$ cat src/design/inverse_time_bresenham_step_generator_defines.svh
// Assertion macros used by the step engine (itbsg_back).
`ifndef INVERSE_TIME_BRESENHAM_STEP_GENERATOR_DEFINES_SVH
`define INVERSE_TIME_BRESENHAM_STEP_GENERATOR_DEFINES_SVH

// Implication checked at every clock edge outside reset.
`define ITB_ASSERT_IMP(label, clk, rst, cond, prop, msg) \
   label: assert property (@(posedge clk) disable iff (rst) (cond) |-> (prop)) \
      else $error(msg);

// Next-cycle implication checked outside reset.
`define ITB_ASSERT_NEXT(label, clk, rst, cond, prop, msg) \
   label: assert property (@(posedge clk) disable iff (rst) (cond) |=> (prop)) \
      else $error(msg);

`endif

$ cat src/design/itbsg_pkg.sv
package itbsg_pkg;

   localparam int SEG_QUEUE_DEPTH_DEF   = 8;
   localparam int BLOCK_QUEUE_DEPTH_DEF = 4;
   localparam int COUNT_BITS_DEF        = 24;

   localparam int FIELD_BITS = COUNT_BITS_DEF;
   localparam int RATE_BITS  = 30;
   localparam int POS_BITS   = 32;
   localparam int TIME_BITS  = 32;

   typedef enum logic [1:0] {
      REQ_TICK  = 2'd0,
      REQ_SEG   = 2'd1,
      REQ_BLOCK = 2'd2,
      REQ_NONE  = 2'd3
   } req_kind_type;

   typedef enum logic [1:0] {
      LM_IDLE       = 2'd0,
      LM_NEXT_SEG   = 2'd1,
      LM_NEXT_BLOCK = 2'd2
   } load_mode_type;

   localparam int STEP_X = 2;
   localparam int STEP_Y = 3;
   localparam int STEP_Z = 4;
   localparam int DIR_X  = 5;
   localparam int DIR_Y  = 6;
   localparam int DIR_Z  = 7;

   localparam int REG_FLIP_MASK = 0;

   // Classified word handed from the front to the back.
   typedef struct packed {
      req_kind_type            kind;
      logic [FIELD_BITS-1:0]   seg_event_count;
      logic [RATE_BITS-1:0]    seg_rate;
      logic                    seg_end_of_block;
      logic [FIELD_BITS-1:0]   steps_x;
      logic [FIELD_BITS-1:0]   steps_y;
      logic [FIELD_BITS-1:0]   steps_z;
      logic [FIELD_BITS-1:0]   total_events;
      logic [7:0]              direction;
      logic [RATE_BITS-1:0]    d_next;
   } cmd_type;

   // Result word.
   typedef struct packed {
      logic [7:0]           port_bits;
      logic                 pulse_now;
      logic [POS_BITS-1:0]  pos_x;
      logic [POS_BITS-1:0]  pos_y;
      logic [POS_BITS-1:0]  pos_z;
      logic                 cycle_stop;
      logic                 push_refused;
   } rsp_type;

endpackage

$ cat src/design/inverse_time_bresenham_step_generator.sv
// Three-axis inverse-time step generator.
// Requests enter through a queue port (req_push / req_full): a timer tick,
// a segment push or a block push. Every accepted word yields exactly one
// result word on the rsp_ queue port (rsp_empty / rsp_pop): the port byte
// driven this tick, pulse flag, three wrapping positions, cycle stop and
// push refused.
// A front queue holds incoming words; the back engine executes one word per
// cycle while the output queue has room, so throughput is one word per clock.
// A result word is registered in the front queue and then in the output
// queue, into which the engine executes it; it is shown on the rsp_ ports
// and can be popped from there.
// When rsp_pop stays low the two-entry output queue fills, the engine stops,
// and the front queue then fills and raises req_full; nothing is lost.
// Reset (synchronous, active high) empties all queues, zeroes positions and
// counters and arms a block load for the first tick.
// The step and direction polarity mask is written through the csr_ APB port
// at address 0.
module inverse_time_bresenham_step_generator #(
   parameter int SEG_QUEUE_DEPTH   = itbsg_pkg::SEG_QUEUE_DEPTH_DEF,
   parameter int BLOCK_QUEUE_DEPTH = itbsg_pkg::BLOCK_QUEUE_DEPTH_DEF
) (
   input  logic                  clock,
   input  logic                  reset,
   input  logic                  req_push,
   output logic                  req_full,
   input  logic [1:0]            req_req_type,
   input  logic [itbsg_pkg::COUNT_BITS_DEF-1:0] req_seg_event_count,
   input  logic [29:0]           req_seg_rate,
   input  logic                  req_seg_end_of_block,
   input  logic [itbsg_pkg::COUNT_BITS_DEF-1:0] req_block_steps_x,
   input  logic [itbsg_pkg::COUNT_BITS_DEF-1:0] req_block_steps_y,
   input  logic [itbsg_pkg::COUNT_BITS_DEF-1:0] req_block_steps_z,
   input  logic [itbsg_pkg::COUNT_BITS_DEF-1:0] req_block_total_events,
   input  logic [7:0]            req_block_direction,
   input  logic [29:0]           req_block_d_next,
   output logic                  rsp_empty,
   input  logic                  rsp_pop,
   output logic [7:0]            rsp_port_bits,
   output logic                  rsp_pulse_now,
   output logic signed [31:0]    rsp_pos_x,
   output logic signed [31:0]    rsp_pos_y,
   output logic signed [31:0]    rsp_pos_z,
   output logic                  rsp_cycle_stop,
   output logic                  rsp_push_refused,
   input  logic                  csr_psel,
   input  logic                  csr_penable,
   input  logic                  csr_pwrite,
   input  logic [1:0]            csr_paddr,
   input  logic [31:0]           csr_pwdata,
   output logic [31:0]           csr_prdata,
   output logic                  csr_pready
);
   import itbsg_pkg::*;

   cmd_type    cin, cq;
   rsp_type    r;
   logic       cq_valid, cq_take, r_valid;
   logic [7:0] mask;

   // Pack the request word.
   always_comb begin
      cin                  = '0;
      cin.kind             = req_kind_type'(req_req_type);
      cin.seg_event_count  = FIELD_BITS'(req_seg_event_count);
      cin.seg_rate         = req_seg_rate;
      cin.seg_end_of_block = req_seg_end_of_block;
      cin.steps_x          = FIELD_BITS'(req_block_steps_x);
      cin.steps_y          = FIELD_BITS'(req_block_steps_y);
      cin.steps_z          = FIELD_BITS'(req_block_steps_z);
      cin.total_events     = FIELD_BITS'(req_block_total_events);
      cin.direction        = req_block_direction;
      cin.d_next           = req_block_d_next;
   end

   itbsg_csr u_csr (
      .clock, .reset, .psel(csr_psel), .penable(csr_penable), .pwrite(csr_pwrite),
      .paddr(csr_paddr), .pwdata(csr_pwdata), .prdata(csr_prdata),
      .pready(csr_pready), .flip_mask(mask)
   );

   itbsg_front #(.DEPTH(2)) u_front (
      .clock, .reset, .push(req_push), .full(req_full), .cmd_in(cin),
      .cmd_valid(cq_valid), .cmd_take(cq_take), .cmd_out(cq)
   );

   itbsg_back #(
      .SEG_QUEUE_DEPTH(SEG_QUEUE_DEPTH), .BLOCK_QUEUE_DEPTH(BLOCK_QUEUE_DEPTH)
   ) u_back (
      .clock, .reset, .flip_mask(mask), .cmd_valid(cq_valid), .cmd_take(cq_take),
      .cmd(cq), .rsp_valid(r_valid), .rsp_take(rsp_pop), .rsp(r)
   );

   assign rsp_empty        = !r_valid;
   assign rsp_port_bits    = r.port_bits;
   assign rsp_pulse_now    = r.pulse_now;
   assign rsp_pos_x        = r.pos_x;
   assign rsp_pos_y        = r.pos_y;
   assign rsp_pos_z        = r.pos_z;
   assign rsp_cycle_stop   = r.cycle_stop;
   assign rsp_push_refused = r.push_refused;
endmodule

$ cat src/design/itbsg_front.sv
// Input side: a small queue of request words that decouples the requester
// from the step engine.
module itbsg_front #(
   parameter int DEPTH = 2
) (
   input  logic              clock,
   input  logic              reset,
   input  logic              push,
   output logic              full,
   input  itbsg_pkg::cmd_type cmd_in,
   output logic              cmd_valid,
   input  logic              cmd_take,
   output itbsg_pkg::cmd_type cmd_out
);
   import itbsg_pkg::*;

   localparam int AW = (DEPTH > 1) ? $clog2(DEPTH) : 1;

   cmd_type        mem_ff [DEPTH];
   logic [AW-1:0]  wr_ff, wr_in, rd_ff, rd_in;
   logic [AW:0]    cnt_ff, cnt_in;
   logic           do_push, do_pop;

   assign full      = (cnt_ff == (AW+1)'(DEPTH));
   assign cmd_valid = (cnt_ff != '0);
   assign cmd_out   = mem_ff[rd_ff];
   assign do_push   = push && !full;
   assign do_pop    = cmd_take && cmd_valid;

   // Pointer and count update.
   always_comb begin
      wr_in  = wr_ff;
      rd_in  = rd_ff;
      cnt_in = cnt_ff;
      if (do_push) begin
         wr_in = (wr_ff == AW'(DEPTH-1)) ? '0 : wr_ff + 1'b1;
      end
      if (do_pop) begin
         rd_in = (rd_ff == AW'(DEPTH-1)) ? '0 : rd_ff + 1'b1;
      end
      cnt_in = cnt_ff + (AW+1)'(do_push) - (AW+1)'(do_pop);
   end

   always_ff @(posedge clock) begin
      if (reset) begin
         wr_ff  <= '0;
         rd_ff  <= '0;
         cnt_ff <= '0;
      end else begin
         wr_ff  <= wr_in;
         rd_ff  <= rd_in;
         cnt_ff <= cnt_in;
      end
   end

   // Storage.
   always_ff @(posedge clock) begin
      if (do_push) begin
         mem_ff[wr_ff] <= cmd_in;
      end
   end
endmodule

$ cat src/design/itbsg_back.sv
// Step engine: segment and block queues, inverse-time counter, Bresenham
// counters and positions. One request word per cycle while the output queue
// has room; results go to an output queue.
module itbsg_back #(
   parameter int SEG_QUEUE_DEPTH   = 8,
   parameter int BLOCK_QUEUE_DEPTH = 4
) (
   input  logic               clock,
   input  logic               reset,
   input  logic [7:0]         flip_mask,
   input  logic               cmd_valid,
   output logic               cmd_take,
   input  itbsg_pkg::cmd_type cmd,
   output logic               rsp_valid,
   input  logic               rsp_take,
   output itbsg_pkg::rsp_type rsp
);
   import itbsg_pkg::*;
   `include "inverse_time_bresenham_step_generator_defines.svh"

   localparam int COUNT_BITS = COUNT_BITS_DEF;
   localparam int SAW = $clog2(SEG_QUEUE_DEPTH);
   localparam int BAW = $clog2(BLOCK_QUEUE_DEPTH);
   localparam int BW  = COUNT_BITS + 2;
   localparam int OQ  = 2;

   // Segment queue.
   logic [COUNT_BITS-1:0] sq_count_ff [SEG_QUEUE_DEPTH];
   logic [RATE_BITS-1:0]  sq_rate_ff  [SEG_QUEUE_DEPTH];
   logic                  sq_eob_ff   [SEG_QUEUE_DEPTH];
   logic [SAW-1:0]        sq_head_ff, sq_head_in, sq_slot;
   logic [SAW:0]          sq_fill_ff, sq_fill_in, sq_sum;

   // Block queue.
   logic [COUNT_BITS-1:0] bq_sx_ff [BLOCK_QUEUE_DEPTH];
   logic [COUNT_BITS-1:0] bq_sy_ff [BLOCK_QUEUE_DEPTH];
   logic [COUNT_BITS-1:0] bq_sz_ff [BLOCK_QUEUE_DEPTH];
   logic [COUNT_BITS-1:0] bq_tot_ff[BLOCK_QUEUE_DEPTH];
   logic [7:0]            bq_dir_ff[BLOCK_QUEUE_DEPTH];
   logic [RATE_BITS-1:0]  bq_dn_ff [BLOCK_QUEUE_DEPTH];
   logic [BAW-1:0]        bq_head_ff, bq_head_in, bq_slot;
   logic [BAW:0]          bq_fill_ff, bq_fill_in, bq_sum;

   // Engine state.
   logic signed [BW-1:0]        bx_ff, by_ff, bz_ff, bx_in, by_in, bz_in;
   logic signed [TIME_BITS-1:0] tc_ff, tc_in;
   logic [RATE_BITS-1:0]        rate_ff, rate_in;
   logic [COUNT_BITS-1:0]       ev_ff, ev_in;
   logic [7:0]                  pbits_ff, pbits_in;
   logic                        ppulse_ff, ppulse_in;
   load_mode_type               lm_ff, lm_in;
   logic [POS_BITS-1:0]         px_ff, py_ff, pz_ff, px_in, py_in, pz_in;

   // Output queue.
   rsp_type       oq_ff [OQ];
   logic          oq_wr_ff, oq_rd_ff;
   logic [1:0]    oq_cnt_ff;
   logic          fire;
   rsp_type       res;

   assign cmd_take  = cmd_valid && (oq_cnt_ff != 2'(OQ));
   assign fire      = cmd_take;
   assign rsp_valid = (oq_cnt_ff != '0);
   assign rsp       = oq_ff[oq_rd_ff];

   // Tail slots: head plus fill, folded back once past the depth.
   assign sq_sum  = {1'b0, sq_head_ff} + sq_fill_ff;
   assign sq_slot = (sq_sum >= (SAW+1)'(SEG_QUEUE_DEPTH)) ?
                    SAW'(sq_sum - (SAW+1)'(SEG_QUEUE_DEPTH)) : SAW'(sq_sum);
   assign bq_sum  = {1'b0, bq_head_ff} + bq_fill_ff;
   assign bq_slot = (bq_sum >= (BAW+1)'(BLOCK_QUEUE_DEPTH)) ?
                    BAW'(bq_sum - (BAW+1)'(BLOCK_QUEUE_DEPTH)) : BAW'(bq_sum);

   // One Bresenham axis step.
   function automatic logic [BW:0] bres(input logic signed [BW-1:0] c,
                                        input logic [COUNT_BITS-1:0] s,
                                        input logic [COUNT_BITS-1:0] t);
      logic signed [BW-1:0] d;
      d = c - BW'(s);
      if (d[BW-1]) begin
         return {1'b1, BW'(d + BW'(t))};
      end
      return {1'b0, d};
   endfunction

   // Request execution.
   always_comb begin
      logic [BW:0]          rx, ry, rz;
      logic [7:0]           bits;
      logic [COUNT_BITS-1:0] cs_x, cs_y, cs_z, ctot;
      logic [RATE_BITS-1:0]  cdn;
      logic                  stop_tick;
      sq_head_in = sq_head_ff; sq_fill_in = sq_fill_ff;
      bq_head_in = bq_head_ff; bq_fill_in = bq_fill_ff;
      bx_in = bx_ff; by_in = by_ff; bz_in = bz_ff;
      tc_in = tc_ff; rate_in = rate_ff; ev_in = ev_ff;
      pbits_in = pbits_ff; ppulse_in = ppulse_ff; lm_in = lm_ff;
      px_in = px_ff; py_in = py_ff; pz_in = pz_ff;
      res = '0;
      stop_tick = 1'b0;
      cs_x = bq_sx_ff[bq_head_ff]; cs_y = bq_sy_ff[bq_head_ff];
      cs_z = bq_sz_ff[bq_head_ff]; ctot = bq_tot_ff[bq_head_ff];
      cdn  = bq_dn_ff[bq_head_ff];
      rx = '0; ry = '0; rz = '0; bits = '0;
      unique case (cmd.kind)
         REQ_TICK: begin
            if (ppulse_ff) begin
               res.port_bits = pbits_ff;
               res.pulse_now = 1'b1;
               ppulse_in     = 1'b0;
            end
            if (lm_ff != LM_IDLE) begin
               if (sq_fill_ff == '0 ||
                   (lm_ff == LM_NEXT_BLOCK && bq_fill_ff == '0)) begin
                  res.cycle_stop = 1'b1;
                  stop_tick      = 1'b1;
               end else begin
                  ev_in   = sq_count_ff[sq_head_ff];
                  rate_in = sq_rate_ff[sq_head_ff];
                  if (lm_ff == LM_NEXT_BLOCK) begin
                     pbits_in  = bq_dir_ff[bq_head_ff] ^ flip_mask;
                     ppulse_in = 1'b1;
                     bx_in = BW'(ctot >> 1); by_in = BW'(ctot >> 1);
                     bz_in = BW'(ctot >> 1);
                     tc_in = TIME_BITS'(cdn);
                  end
                  lm_in = LM_IDLE;
               end
            end
            if (!stop_tick) begin
               tc_in = tc_in - TIME_BITS'(rate_in);
               if (tc_in[TIME_BITS-1]) begin
                  tc_in     = tc_in + TIME_BITS'(cdn);
                  bits      = bq_dir_ff[bq_head_ff];
                  ppulse_in = 1'b1;
                  rx = bres(bx_in, cs_x, ctot);
                  ry = bres(by_in, cs_y, ctot);
                  rz = bres(bz_in, cs_z, ctot);
                  bx_in = rx[BW-1:0]; by_in = ry[BW-1:0]; bz_in = rz[BW-1:0];
                  bits[STEP_X] = bits[STEP_X] | rx[BW];
                  bits[STEP_Y] = bits[STEP_Y] | ry[BW];
                  bits[STEP_Z] = bits[STEP_Z] | rz[BW];
                  if (rx[BW]) px_in = bits[DIR_X] ? px_ff - 1'b1 : px_ff + 1'b1;
                  if (ry[BW]) py_in = bits[DIR_Y] ? py_ff - 1'b1 : py_ff + 1'b1;
                  if (rz[BW]) pz_in = bits[DIR_Z] ? pz_ff - 1'b1 : pz_ff + 1'b1;
                  ev_in = ev_in - 1'b1;
                  if (ev_in == '0) begin
                     if (sq_eob_ff[sq_head_ff]) begin
                        if (bq_fill_ff != '0) begin
                           bq_head_in = (bq_head_ff == BAW'(BLOCK_QUEUE_DEPTH-1)) ?
                                        '0 : bq_head_ff + 1'b1;
                           bq_fill_in = bq_fill_ff - 1'b1;
                        end
                        lm_in = LM_NEXT_BLOCK;
                     end else begin
                        lm_in = LM_NEXT_SEG;
                     end
                     if (sq_fill_ff != '0) begin
                        sq_head_in = (sq_head_ff == SAW'(SEG_QUEUE_DEPTH-1)) ?
                                     '0 : sq_head_ff + 1'b1;
                        sq_fill_in = sq_fill_ff - 1'b1;
                     end
                  end
                  pbits_in = bits ^ flip_mask;
               end
            end
         end
         REQ_SEG: begin
            if (sq_fill_ff == (SAW+1)'(SEG_QUEUE_DEPTH)) begin
               res.push_refused = 1'b1;
            end else begin
               sq_fill_in = sq_fill_ff + 1'b1;
            end
         end
         REQ_BLOCK: begin
            if (bq_fill_ff == (BAW+1)'(BLOCK_QUEUE_DEPTH)) begin
               res.push_refused = 1'b1;
            end else begin
               bq_fill_in = bq_fill_ff + 1'b1;
            end
         end
         default: begin
         end
      endcase
      res.pos_x = px_in; res.pos_y = py_in; res.pos_z = pz_in;
   end

   // State registers.
   always_ff @(posedge clock) begin
      if (reset) begin
         sq_head_ff <= '0; sq_fill_ff <= '0; bq_head_ff <= '0; bq_fill_ff <= '0;
         bx_ff <= '0; by_ff <= '0; bz_ff <= '0; tc_ff <= '0; rate_ff <= '0;
         ev_ff <= '0; pbits_ff <= '0; ppulse_ff <= 1'b0; lm_ff <= LM_NEXT_BLOCK;
         px_ff <= '0; py_ff <= '0; pz_ff <= '0;
      end else if (fire) begin
         sq_head_ff <= sq_head_in; sq_fill_ff <= sq_fill_in;
         bq_head_ff <= bq_head_in; bq_fill_ff <= bq_fill_in;
         bx_ff <= bx_in; by_ff <= by_in; bz_ff <= bz_in; tc_ff <= tc_in;
         rate_ff <= rate_in; ev_ff <= ev_in; pbits_ff <= pbits_in;
         ppulse_ff <= ppulse_in; lm_ff <= lm_in;
         px_ff <= px_in; py_ff <= py_in; pz_ff <= pz_in;
      end
   end

   // Queue storage writes.
   always_ff @(posedge clock) begin
      if (fire && cmd.kind == REQ_SEG && sq_fill_ff != (SAW+1)'(SEG_QUEUE_DEPTH)) begin
         sq_count_ff[sq_slot] <= COUNT_BITS'(cmd.seg_event_count);
         sq_rate_ff[sq_slot]  <= cmd.seg_rate;
         sq_eob_ff[sq_slot]   <= cmd.seg_end_of_block;
      end
      if (fire && cmd.kind == REQ_BLOCK &&
          bq_fill_ff != (BAW+1)'(BLOCK_QUEUE_DEPTH)) begin
         bq_sx_ff[bq_slot]  <= COUNT_BITS'(cmd.steps_x);
         bq_sy_ff[bq_slot]  <= COUNT_BITS'(cmd.steps_y);
         bq_sz_ff[bq_slot]  <= COUNT_BITS'(cmd.steps_z);
         bq_tot_ff[bq_slot] <= COUNT_BITS'(cmd.total_events);
         bq_dir_ff[bq_slot] <= cmd.direction;
         bq_dn_ff[bq_slot]  <= cmd.d_next;
      end
   end

   // Output queue.
   always_ff @(posedge clock) begin
      if (reset) begin
         oq_wr_ff <= 1'b0; oq_rd_ff <= 1'b0; oq_cnt_ff <= '0;
      end else begin
         if (fire) oq_wr_ff <= ~oq_wr_ff;
         if (rsp_take && rsp_valid) oq_rd_ff <= ~oq_rd_ff;
         oq_cnt_ff <= oq_cnt_ff + 2'(fire) - 2'(rsp_take && rsp_valid);
      end
   end

   always_ff @(posedge clock) begin
      if (fire) oq_ff[oq_wr_ff] <= res;
   end

   `ITB_ASSERT_IMP(a_fill_seg, clock, reset, 1'b1,
      sq_fill_ff <= (SAW+1)'(SEG_QUEUE_DEPTH), "segment fill over depth")
   `ITB_ASSERT_IMP(a_fill_blk, clock, reset, 1'b1,
      bq_fill_ff <= (BAW+1)'(BLOCK_QUEUE_DEPTH), "block fill over depth")
   `ITB_ASSERT_NEXT(a_oq_cnt, clock, reset, fire && !(rsp_take && rsp_valid),
      oq_cnt_ff == $past(oq_cnt_ff) + 2'd1, "output count did not grow")
endmodule

$ cat src/design/itbsg_csr.sv
// Configuration register file.
module itbsg_csr (
   input  logic        clock,
   input  logic        reset,
   input  logic        psel,
   input  logic        penable,
   input  logic        pwrite,
   input  logic [1:0]  paddr,
   input  logic [31:0] pwdata,
   output logic [31:0] prdata,
   output logic        pready,
   output logic [7:0]  flip_mask
);
   import itbsg_pkg::*;

   logic [7:0] mask_ff;
   logic       hit;

   assign hit         = (paddr[1:0] == 2'(REG_FLIP_MASK * 4));
   assign pready      = 1'b1;
   assign flip_mask   = mask_ff;
   assign prdata      = hit ? {24'd0, mask_ff} : 32'd0;

   always_ff @(posedge clock) begin
      if (reset) begin
         mask_ff <= '0;
      end else if (psel && penable && pwrite && hit) begin
         mask_ff <= pwdata[7:0];
      end
   end
endmodule

$ cat config.mk
export PLATFORM = sky130hd
export DESIGN_NAME = inverse_time_bresenham_step_generator
export DESIGN_NICKNAME = d
export VERILOG_FILES = /design/src/design/itbsg_pkg.sv /design/src/design/inverse_time_bresenham_step_generator.sv /design/src/design/itbsg_front.sv /design/src/design/itbsg_back.sv /design/src/design/itbsg_csr.sv
export VERILOG_INCLUDE_DIRS = /design/src /design/src/design
export SDC_FILE = /design/constraint.sdc
export NUM_CORES = 2
export LEC_CHECK = 0
export BUFFER_PORTS_ARGS = -buffer_cell sky130_fd_sc_hd__buf_4
export CORE_ASPECT_RATIO = 1.75
export CORE_MARGIN = 3
export CORE_UTILIZATION = 45
export DETAILED_ROUTE_END_ITERATION = 10
export PLACE_DENSITY_LB_ADDON = 0.1
export REMOVE_ABC_BUFFERS = 1
export SETUP_SLACK_MARGIN = 0.4
export SYNTH_ARGS = -nofsm -noshare
export SYNTH_HDL_FRONTEND = slang
export SYNTH_SLANG_ARGS = --single-unit
$ cat constraint.sdc
create_clock -name clock -period 17.05 [get_ports clock]
set_input_delay 0.8525 -clock clock [delete_from_list [all_inputs] [get_ports clock]]
set_output_delay 0.8525 -clock clock [all_outputs]
set_load 0.05 [all_outputs]
# Yosys cells after proc, flatten, opt, wreduce, memory -nomap -nowiden
# Memory sizes are Yosys's and may differ from the RTL's. A register that Yosys moved wholly into a read port is not among the register bits.
# Index checks and enable logic that the tools add are counted.
[word_totals]
regBits = 299
ramBits = 1572
input_bits = 232
out_inout_bits = 142
elab_cells = 275
memories = 11
[mem_list]
columns = ["memory", "words", "width", "read_ports", "rd_ports_with_merged_regs", "wr", "line", "text"]
rows = [
  ["u_front.mem_ff", 2, 191, 1, 1, 1, "itbsg_front.sv:19", "cmd_type mem_ff [DEPTH];"],
  ["u_back.sq_rate_ff", 8, 30, 1, 1, 1, "itbsg_back.sv:29", "logic [RATE_BITS-1:0] sq_rate_ff [SEG_QUEUE_DEPTH];"],
  ["u_back.oq_ff", 2, 107, 1, 1, 1, "itbsg_back.sv:55", "rsp_type oq_ff [OQ];"],
  ["u_back.sq_count_ff", 8, 24, 1, 1, 1, "itbsg_back.sv:28", "logic [COUNT_BITS-1:0] sq_count_ff [SEG_QUEUE_DEPTH];"],
  ["u_back.bq_dn_ff", 4, 30, 1, 1, 1, "itbsg_back.sv:40", "logic [RATE_BITS-1:0] bq_dn_ff [BLOCK_QUEUE_DEPTH];"],
  ["u_back.bq_sx_ff", 4, 24, 1, 1, 1, "itbsg_back.sv:35", "logic [COUNT_BITS-1:0] bq_sx_ff [BLOCK_QUEUE_DEPTH];"],
  ["5 more memories", "-", "-", "-", "-", "-", "-", ""],
]
[classes]
addsub = 31
magnitude_cmp = 2
eq_ne = 19
mux = 149
bitwise_logic = 8
reduce_logical = 32
[op_table]
columns = ["op", "count"]
rows = [
  ["2-to-1 mux 32 bit", 21],
  ["2-to-1 mux 26 bit", 18],
  ["2-to-1 mux 27 bit", 15],
  ["2-to-1 mux 24 bit", 5],
  ["adder 32 x 1 -> 32 bit, second input constant", 3],
  ["subtractor 32 x 1 -> 32 bit, second input constant", 3],
  ["2-to-1 mux 30 bit", 3],
  ["adder 26 x 24 -> 26 bit", 3],
  ["subtractor 26 x 24 -> 26 bit", 3],
  ["2-to-1 mux 8 bit", 6],
  ["2-to-1 mux 3 bit", 14],
  ["2-to-1 mux 2 bit", 20],
  ["2-to-1 mux 1 bit", 37],
  ["adder 32 x 30 -> 32 bit", 1],
  ["subtractor 32 x 30 -> 32 bit", 1],
  ["zero test 24 bit", 1],
  ["subtractor 24 x 1 -> 24 bit, second input constant", 1],
  ["2-to-1 mux 4 bit", 5],
  ["2-to-1 mux 9 bit", 2],
  ["bitwise XOR 8 bit", 2],
  ["AND reduction 7 bit", 2],
  ["logical AND 1 bit", 12],
  ["inequality test 2 x 1 -> 1 bit, second input constant", 5],
  ["nonzero test 2 bit", 5],
  ["35 further kinds", 53],
]

# Longest topological paths before layout
[logic_depth]
word_depth = 19
mapped_depth = 34
mapped_depth_nobuf = 30

# By module
# From an unflattened synthesis, not the netlist that was laid out.
[hier_totals]
cells_unflattened = 6636
area_unflattened_um2 = 88884.0
[by_module_without_submodules]
columns = ["module", "n_inst", "cells_per_inst", "area_each_um2", "seq_area_each_um2"]
rows = [
  ["itbsg_back", 1, 5943, 74159.9, 41599.9],
  ["itbsg_front", 1, 621, 14094.8, 11571.1],
  ["itbsg_csr", 1, 71, 625.6, 160.2],
  ["inverse_time_bresenham_step_generator", 1, 1, 3.8, 0.0],
]

# Worst setup path before layout
# OpenSTA, ideal clock, no wires.
[synth_timing]
path_type = "input -> register"
startpoint = "input port req_push"
endpoint = "memory u_front.mem_ff[0][0] (netlist name), enable pin"
setup_ps = 745
arrival_time_ps = 8859
required_time_ps = 16305
slack_ps = 7446
path_stages = 2
path_buffers = 0
cell_sequence = "nand2_1 -> nor2_1"
[synth_between]
elab_chain_len = 3
[synth_rtl]
columns = ["element", "line", "text"]
rows = [
  ["start: declaration", "inverse_time_bresenham_step_generator.sv:24", "input logic req_push,"],
  ["logical AND 1 bit", "itbsg_front.sv:27", "assign do_push = push && !full;"],
  ["2-to-1 mux 1 bit", "itbsg_front.sv:58", "if (do_push) begin"],
  ["2-to-1 mux 1 bit (implied by the code)", "itbsg_front.sv:59", "mem_ff[wr_ff] <= cmd_in;"],
  ["end: declaration", "itbsg_front.sv:19", ""],
]
# Every way passes these cells.

# Worst setup path after layout
[layout_timing]
startpoint = "register u_back.sq_fill_ff[0]"
endpoint = "register u_back.tc_ff[24]"
[layout_between]
elab_chain_len = 9
[layout_rtl]
columns = ["element", "line", "text"]
rows = [
  ["start: declaration", "itbsg_back.sv:32", "logic [SAW:0] sq_fill_ff, sq_fill_in, sq_sum;"],
  ["start signal: assignment", "itbsg_back.sv:196", "sq_head_ff <= sq_head_in; sq_fill_ff <= sq_fill_in;"],
  ["zero test 4 bit (*)", "itbsg_back.sv:113", "if (sq_fill_ff == '0 ||"],
  ["logical OR 1 bit (*)", "itbsg_back.sv:113", ""],
  ["2-to-1 mux 32 bit / 2-to-1 mux 30 bit (equally long branches)", "itbsg_back.sv:113", ""],
  ["2-to-1 mux 32 bit / 2-to-1 mux 30 bit (equally long branches)", "itbsg_back.sv:112", "if (lm_ff != LM_IDLE) begin"],
  ["2-to-1 mux 32 bit / 2-to-1 mux 30 bit (equally long branches)", "itbsg_back.sv:105", "unique case (cmd.kind)"],
  ["subtractor 32 x 30 -> 32 bit", "itbsg_back.sv:131", "tc_in = tc_in - TIME_BITS'(rate_in);"],
  ["adder 32 x 30 -> 32 bit", "itbsg_back.sv:133", "tc_in = tc_in + TIME_BITS'(cdn);"],
  ["2-to-1 mux 32 bit", "itbsg_back.sv:132", "if (tc_in[TIME_BITS-1]) begin"],
  ["2-to-1 mux 32 bit (*)", "itbsg_back.sv:130", "if (!stop_tick) begin"],
  ["end signal: assignment", "itbsg_back.sv:198", "bx_ff <= bx_in; by_ff <= by_in; bz_ff <= bz_in; tc_ff <= tc_in;"],
  ["end: declaration", "itbsg_back.sv:46", "logic signed [TIME_BITS-1:0] tc_ff, tc_in;"],
]
# Every way passes the cells marked *; elsewhere a longest branch is shown, timed or not. The select of a mux whose other input is x is not followed.
# A chain may end at the register's enable or synchronous reset.

==> impl_metrics.tcl <==
set metrics [dict create \
    min_to "u_front.mem_ff[0][182]" \
    period_needed_ns 8.93 \
    crit_family "compound AO/OA/AOI/OAI gates" \
    rsz0062_at_grt "false" \
    grt_remaining_overflow 0 \
    dp_slack_ns 8.11 \
    drtAntennaViolNets 0 \
    cp_data_required_time_ns 17.74 \
    hold_viol 0 \
    cp_max_fo 60 \
    synth_edf_count 1572 \
    synth_top_area_share_pct 53.1 \
    worstMarginPinSlew_ns 1.19 \
    die_h_um 594 \
    wl_mm 222 \
    hold_start "req_seg_event_count[17]" \
    place.gp.congestion 0.881 \
    synth_largest_area_cell "edfxtp_1" \
    holdCritPathClass "input pin to flip-flop" \
    critPathArrivalTime_ns 9.61 \
    whs_path_depth 1 \
    total_power_mw 19.6 \
    p_leak_nw 36.5 \
    ir_worst_vdd_mv 0.194 \
    root_buffer "clkbuf_16" \
    final_layout_size_suffix_gt1_share_pct 19.3 \
    clk_pin_slew_ns 0.06 \
    slew_headroom_pct 19.9 \
    grt_pass1_vias 57111 \
    finalWorstSetupSlack_ns 8.12 \
    async_reset_ff_share_pct 0 \
    multi_input_area_mm2 0.0340 \
    synth_top_flop_cell "edfxtp_1" \
    max-cap-violations 0 \
    cp_common_cell "o21ai_0" \
    die_x_um 342 \
    fin_setup_tns_ns 0 \
    seq_area_mm2 0.0534 \
    whs_ns 0.203 \
    clock_skew_ns 0.0416 \
    syn_area_mm2 0.0890 \
    reg2reg_slack_ns 8.12 \
    dr.pass1.iters 7 \
    max_freq_mhz 112 \
    fp-row-count 215 \
    endpoint_kind "flip-flop" \
    synthCells 6587 \
    initial_core_util_pct 45.3 \
    grt_max_degree 110 \
    numCtsBuffers 184 \
    grt_use_total_pct 21.6 \
    r2r_start "u_back.sq_fill_ff[0]" \
    critical_path_buf_inv_count 1 \
    cts_resized 0 \
    port_buffers 324 \
    coreArea_mm2 0.196 \
    slew_violations 0 \
    synth_area_leaders "edfxtp_1 53%, dfxtp_1 6.9%, mux4_2 5.9%" \
    dieArea_mm2 0.203 \
    avgViaCountPerCell 5.66 \
    final_nets 7460 \
    cts_sinks 1878 \
    area_growth_pct 13.1 \
    max_stage_delay_ns 1.02 \
    worstReg2RegEnd "u_back.tc_ff[24]" \
    most-common-layout-cells "1572 x edfxtp_1, 514 x nor2_1, 451 x nand2_1, 410 x a21oi_1, 406 x buf_4" \
    via_count 54642 \
    io_pins 374 \
    status "finished clean" \
    hold_buffers 0 \
    fillCellCount 16820 \
    cp_slowest_cell "a2111oi_0" \
    cts_buffer_depth 4 \
    fin_util_pct 51.2 \
    critPathKind "flip-flop to flip-flop" \
    setup_violations 0 \
    p_per_area_mw_per_mm2 195 \
    dpl.hpwl_mm 147 \
    drc 0 \
    start_kind "flip-flop" \
    cts_max_level 4 \
    post_cts_buffers 0 \
    grt_antenna_before_repair 3 \
    min_period_over_period_pct 52.3 \
    yosysSeqAreaShare_pct 59.9 \
    wire_per_inst_um 23.0 \
    final_common_cell "edfxtp_1" \
    ys_types 103 \
    clk_latency_ns 0.84 \
    cts_tree "yes" \
    syn_avg_cell_area_um2 13.5 \
    grt_pass1_wl_mm 339 \
    r2r_cells 26 \
    yosys_warnings 0 \
    synth_seq_cells 1878 \
    drt_iter0_markers 2921 \
]
[per-stage QoR]
stage / std cells / area [um^2]
2_1_floorplan: 6310 / 87800
3_3_place_gp: 9325 / 94400
3_5_place_dp: 9325 / 94400
4_1_cts: 9654 / 101000
5_1_grt: 9655 / 101000
6_report: 9657 / 101000
[power by group]
group	total (mW)	internal (mW)	switching, mW
combinational	9.37	3.55	5.82
clock	4.21	2.47	1.74
sequential	6.02	5.83	0.193
total	19.6	11.9	7.75
[registers in the layout, summed over array words and instances, names as in the netlist, 120 cells and up, named ones only]
register / cells
u_back.oq_ff: 214
u_back.sq_rate_ff: 240
u_front.mem_ff: 382
u_back.sq_count_ff: 192
u_back.bq_dn_ff: 120
[logic make-up (layout without fill, tap and decap cells)]
logic type	count (synthesis)	after routing	synth area share, %
mux	763	763	12.6
flops	1878	1878	59.9
other cells	2	28	0.00844
xor+xnor	305	305	3.00
compound gates	1334	1334	9.87
buf+inv	478	918	2.23
simple gates	1503	1503	7.69
fa+ha+maj	324	324	4.64
[area by class of cell]
cell class                 count  share of cell area [%]
inverter                     178                   0.664
clock inverter                94                    1.22
clock buffer                 235                    4.92
sequential                  1878                    53.0
tap                         2604                    3.24
antenna                        3                 0.00746
timing repair buffer         411                    3.12
multi-input combinational   4254                    33.8
[worst max path at each step]
stage                         startpoint               end  cells past startpoint
finish              u_back.sq_fill_ff[0]  u_back.tc_ff[24]                     26
global route                   flip-flop  u_back.tc_ff[24]                     27
CTS                            flip-flop  u_back.tc_ff[24]                     26
detailed placement  u_back.sq_fill_ff[0]  u_back.tc_ff[24]                     26
global placement               flip-flop  u_back.tc_ff[24]                     26
floorplan                      flip-flop  u_back.pz_ff[11]                     16
[worst register-to-register path: stages, from the launching register on]
cell	delay [ns]
dfxtp_1	0.41
or4_1	0.77
o21ai_4	0.40
buf_4	0.64
o21ai_0	0.28
ha_1	0.30
fa_1	0.44
nor2b_1	0.13
o21ai_0	0.14
a21boi_0	0.38
o21ai_0	0.24
a2111oi_0	1.02
nor2_1	0.14
a21boi_0	0.29
o21ai_0	0.21
a21boi_0	0.29
nor2_1	0.09
ha_1	0.38
nand2_1	0.09
a211oi_1	0.07
o41ai_1	0.67
a21oi_1	0.24
o21a_1	0.27
o21ai_0	0.25
a21oi_1	0.10
a2111oi_0	0.44
a21oi_1	0.12
[layer usage]
| layer | share of wire, % | track usage (%) | vias up |
|---|---|---|---|
| li1 | - | - | 25728 |
| met1 | 38 | 24.5 | 27421 |
| met2 | 54 | 40.8 | 1099 |
| met3 | 3.5 | 2.43 | 394 |
| met4 | 4.4 | 9.04 | 0 |
| met5 | 0 | 0 | - |
[synthesized netlist by cell type (38+ instances only)]
| cell | number |
|---|---|
| mux2i_1 | 120 |
| a21o_1 | 198 |
| a31oi_1 | 38 |
| a211oi_1 | 89 |
| xor2_1 | 108 |
| xnor2_1 | 197 |
| mux4_2 | 233 |
| o21a_1 | 53 |
| ha_1 | 310 |
| inv_1 | 177 |
| dfxtp_1 | 306 |
| clkbuf_1 | 189 |
| nor3_1 | 99 |
| nor2b_1 | 42 |
| buf_1 | 52 |
| o21ai_0 | 190 |
| nand2b_1 | 65 |
| and2_1 | 54 |
| mux2_2 | 375 |
| a21oi_1 | 411 |
| edfxtp_1 | 1572 |
| nand2_1 | 452 |
| nor2_1 | 528 |
| o211ai_1 | 54 |
| nand3_1 | 79 |
No activity file was read; power rests on OpenSTA's default activity.
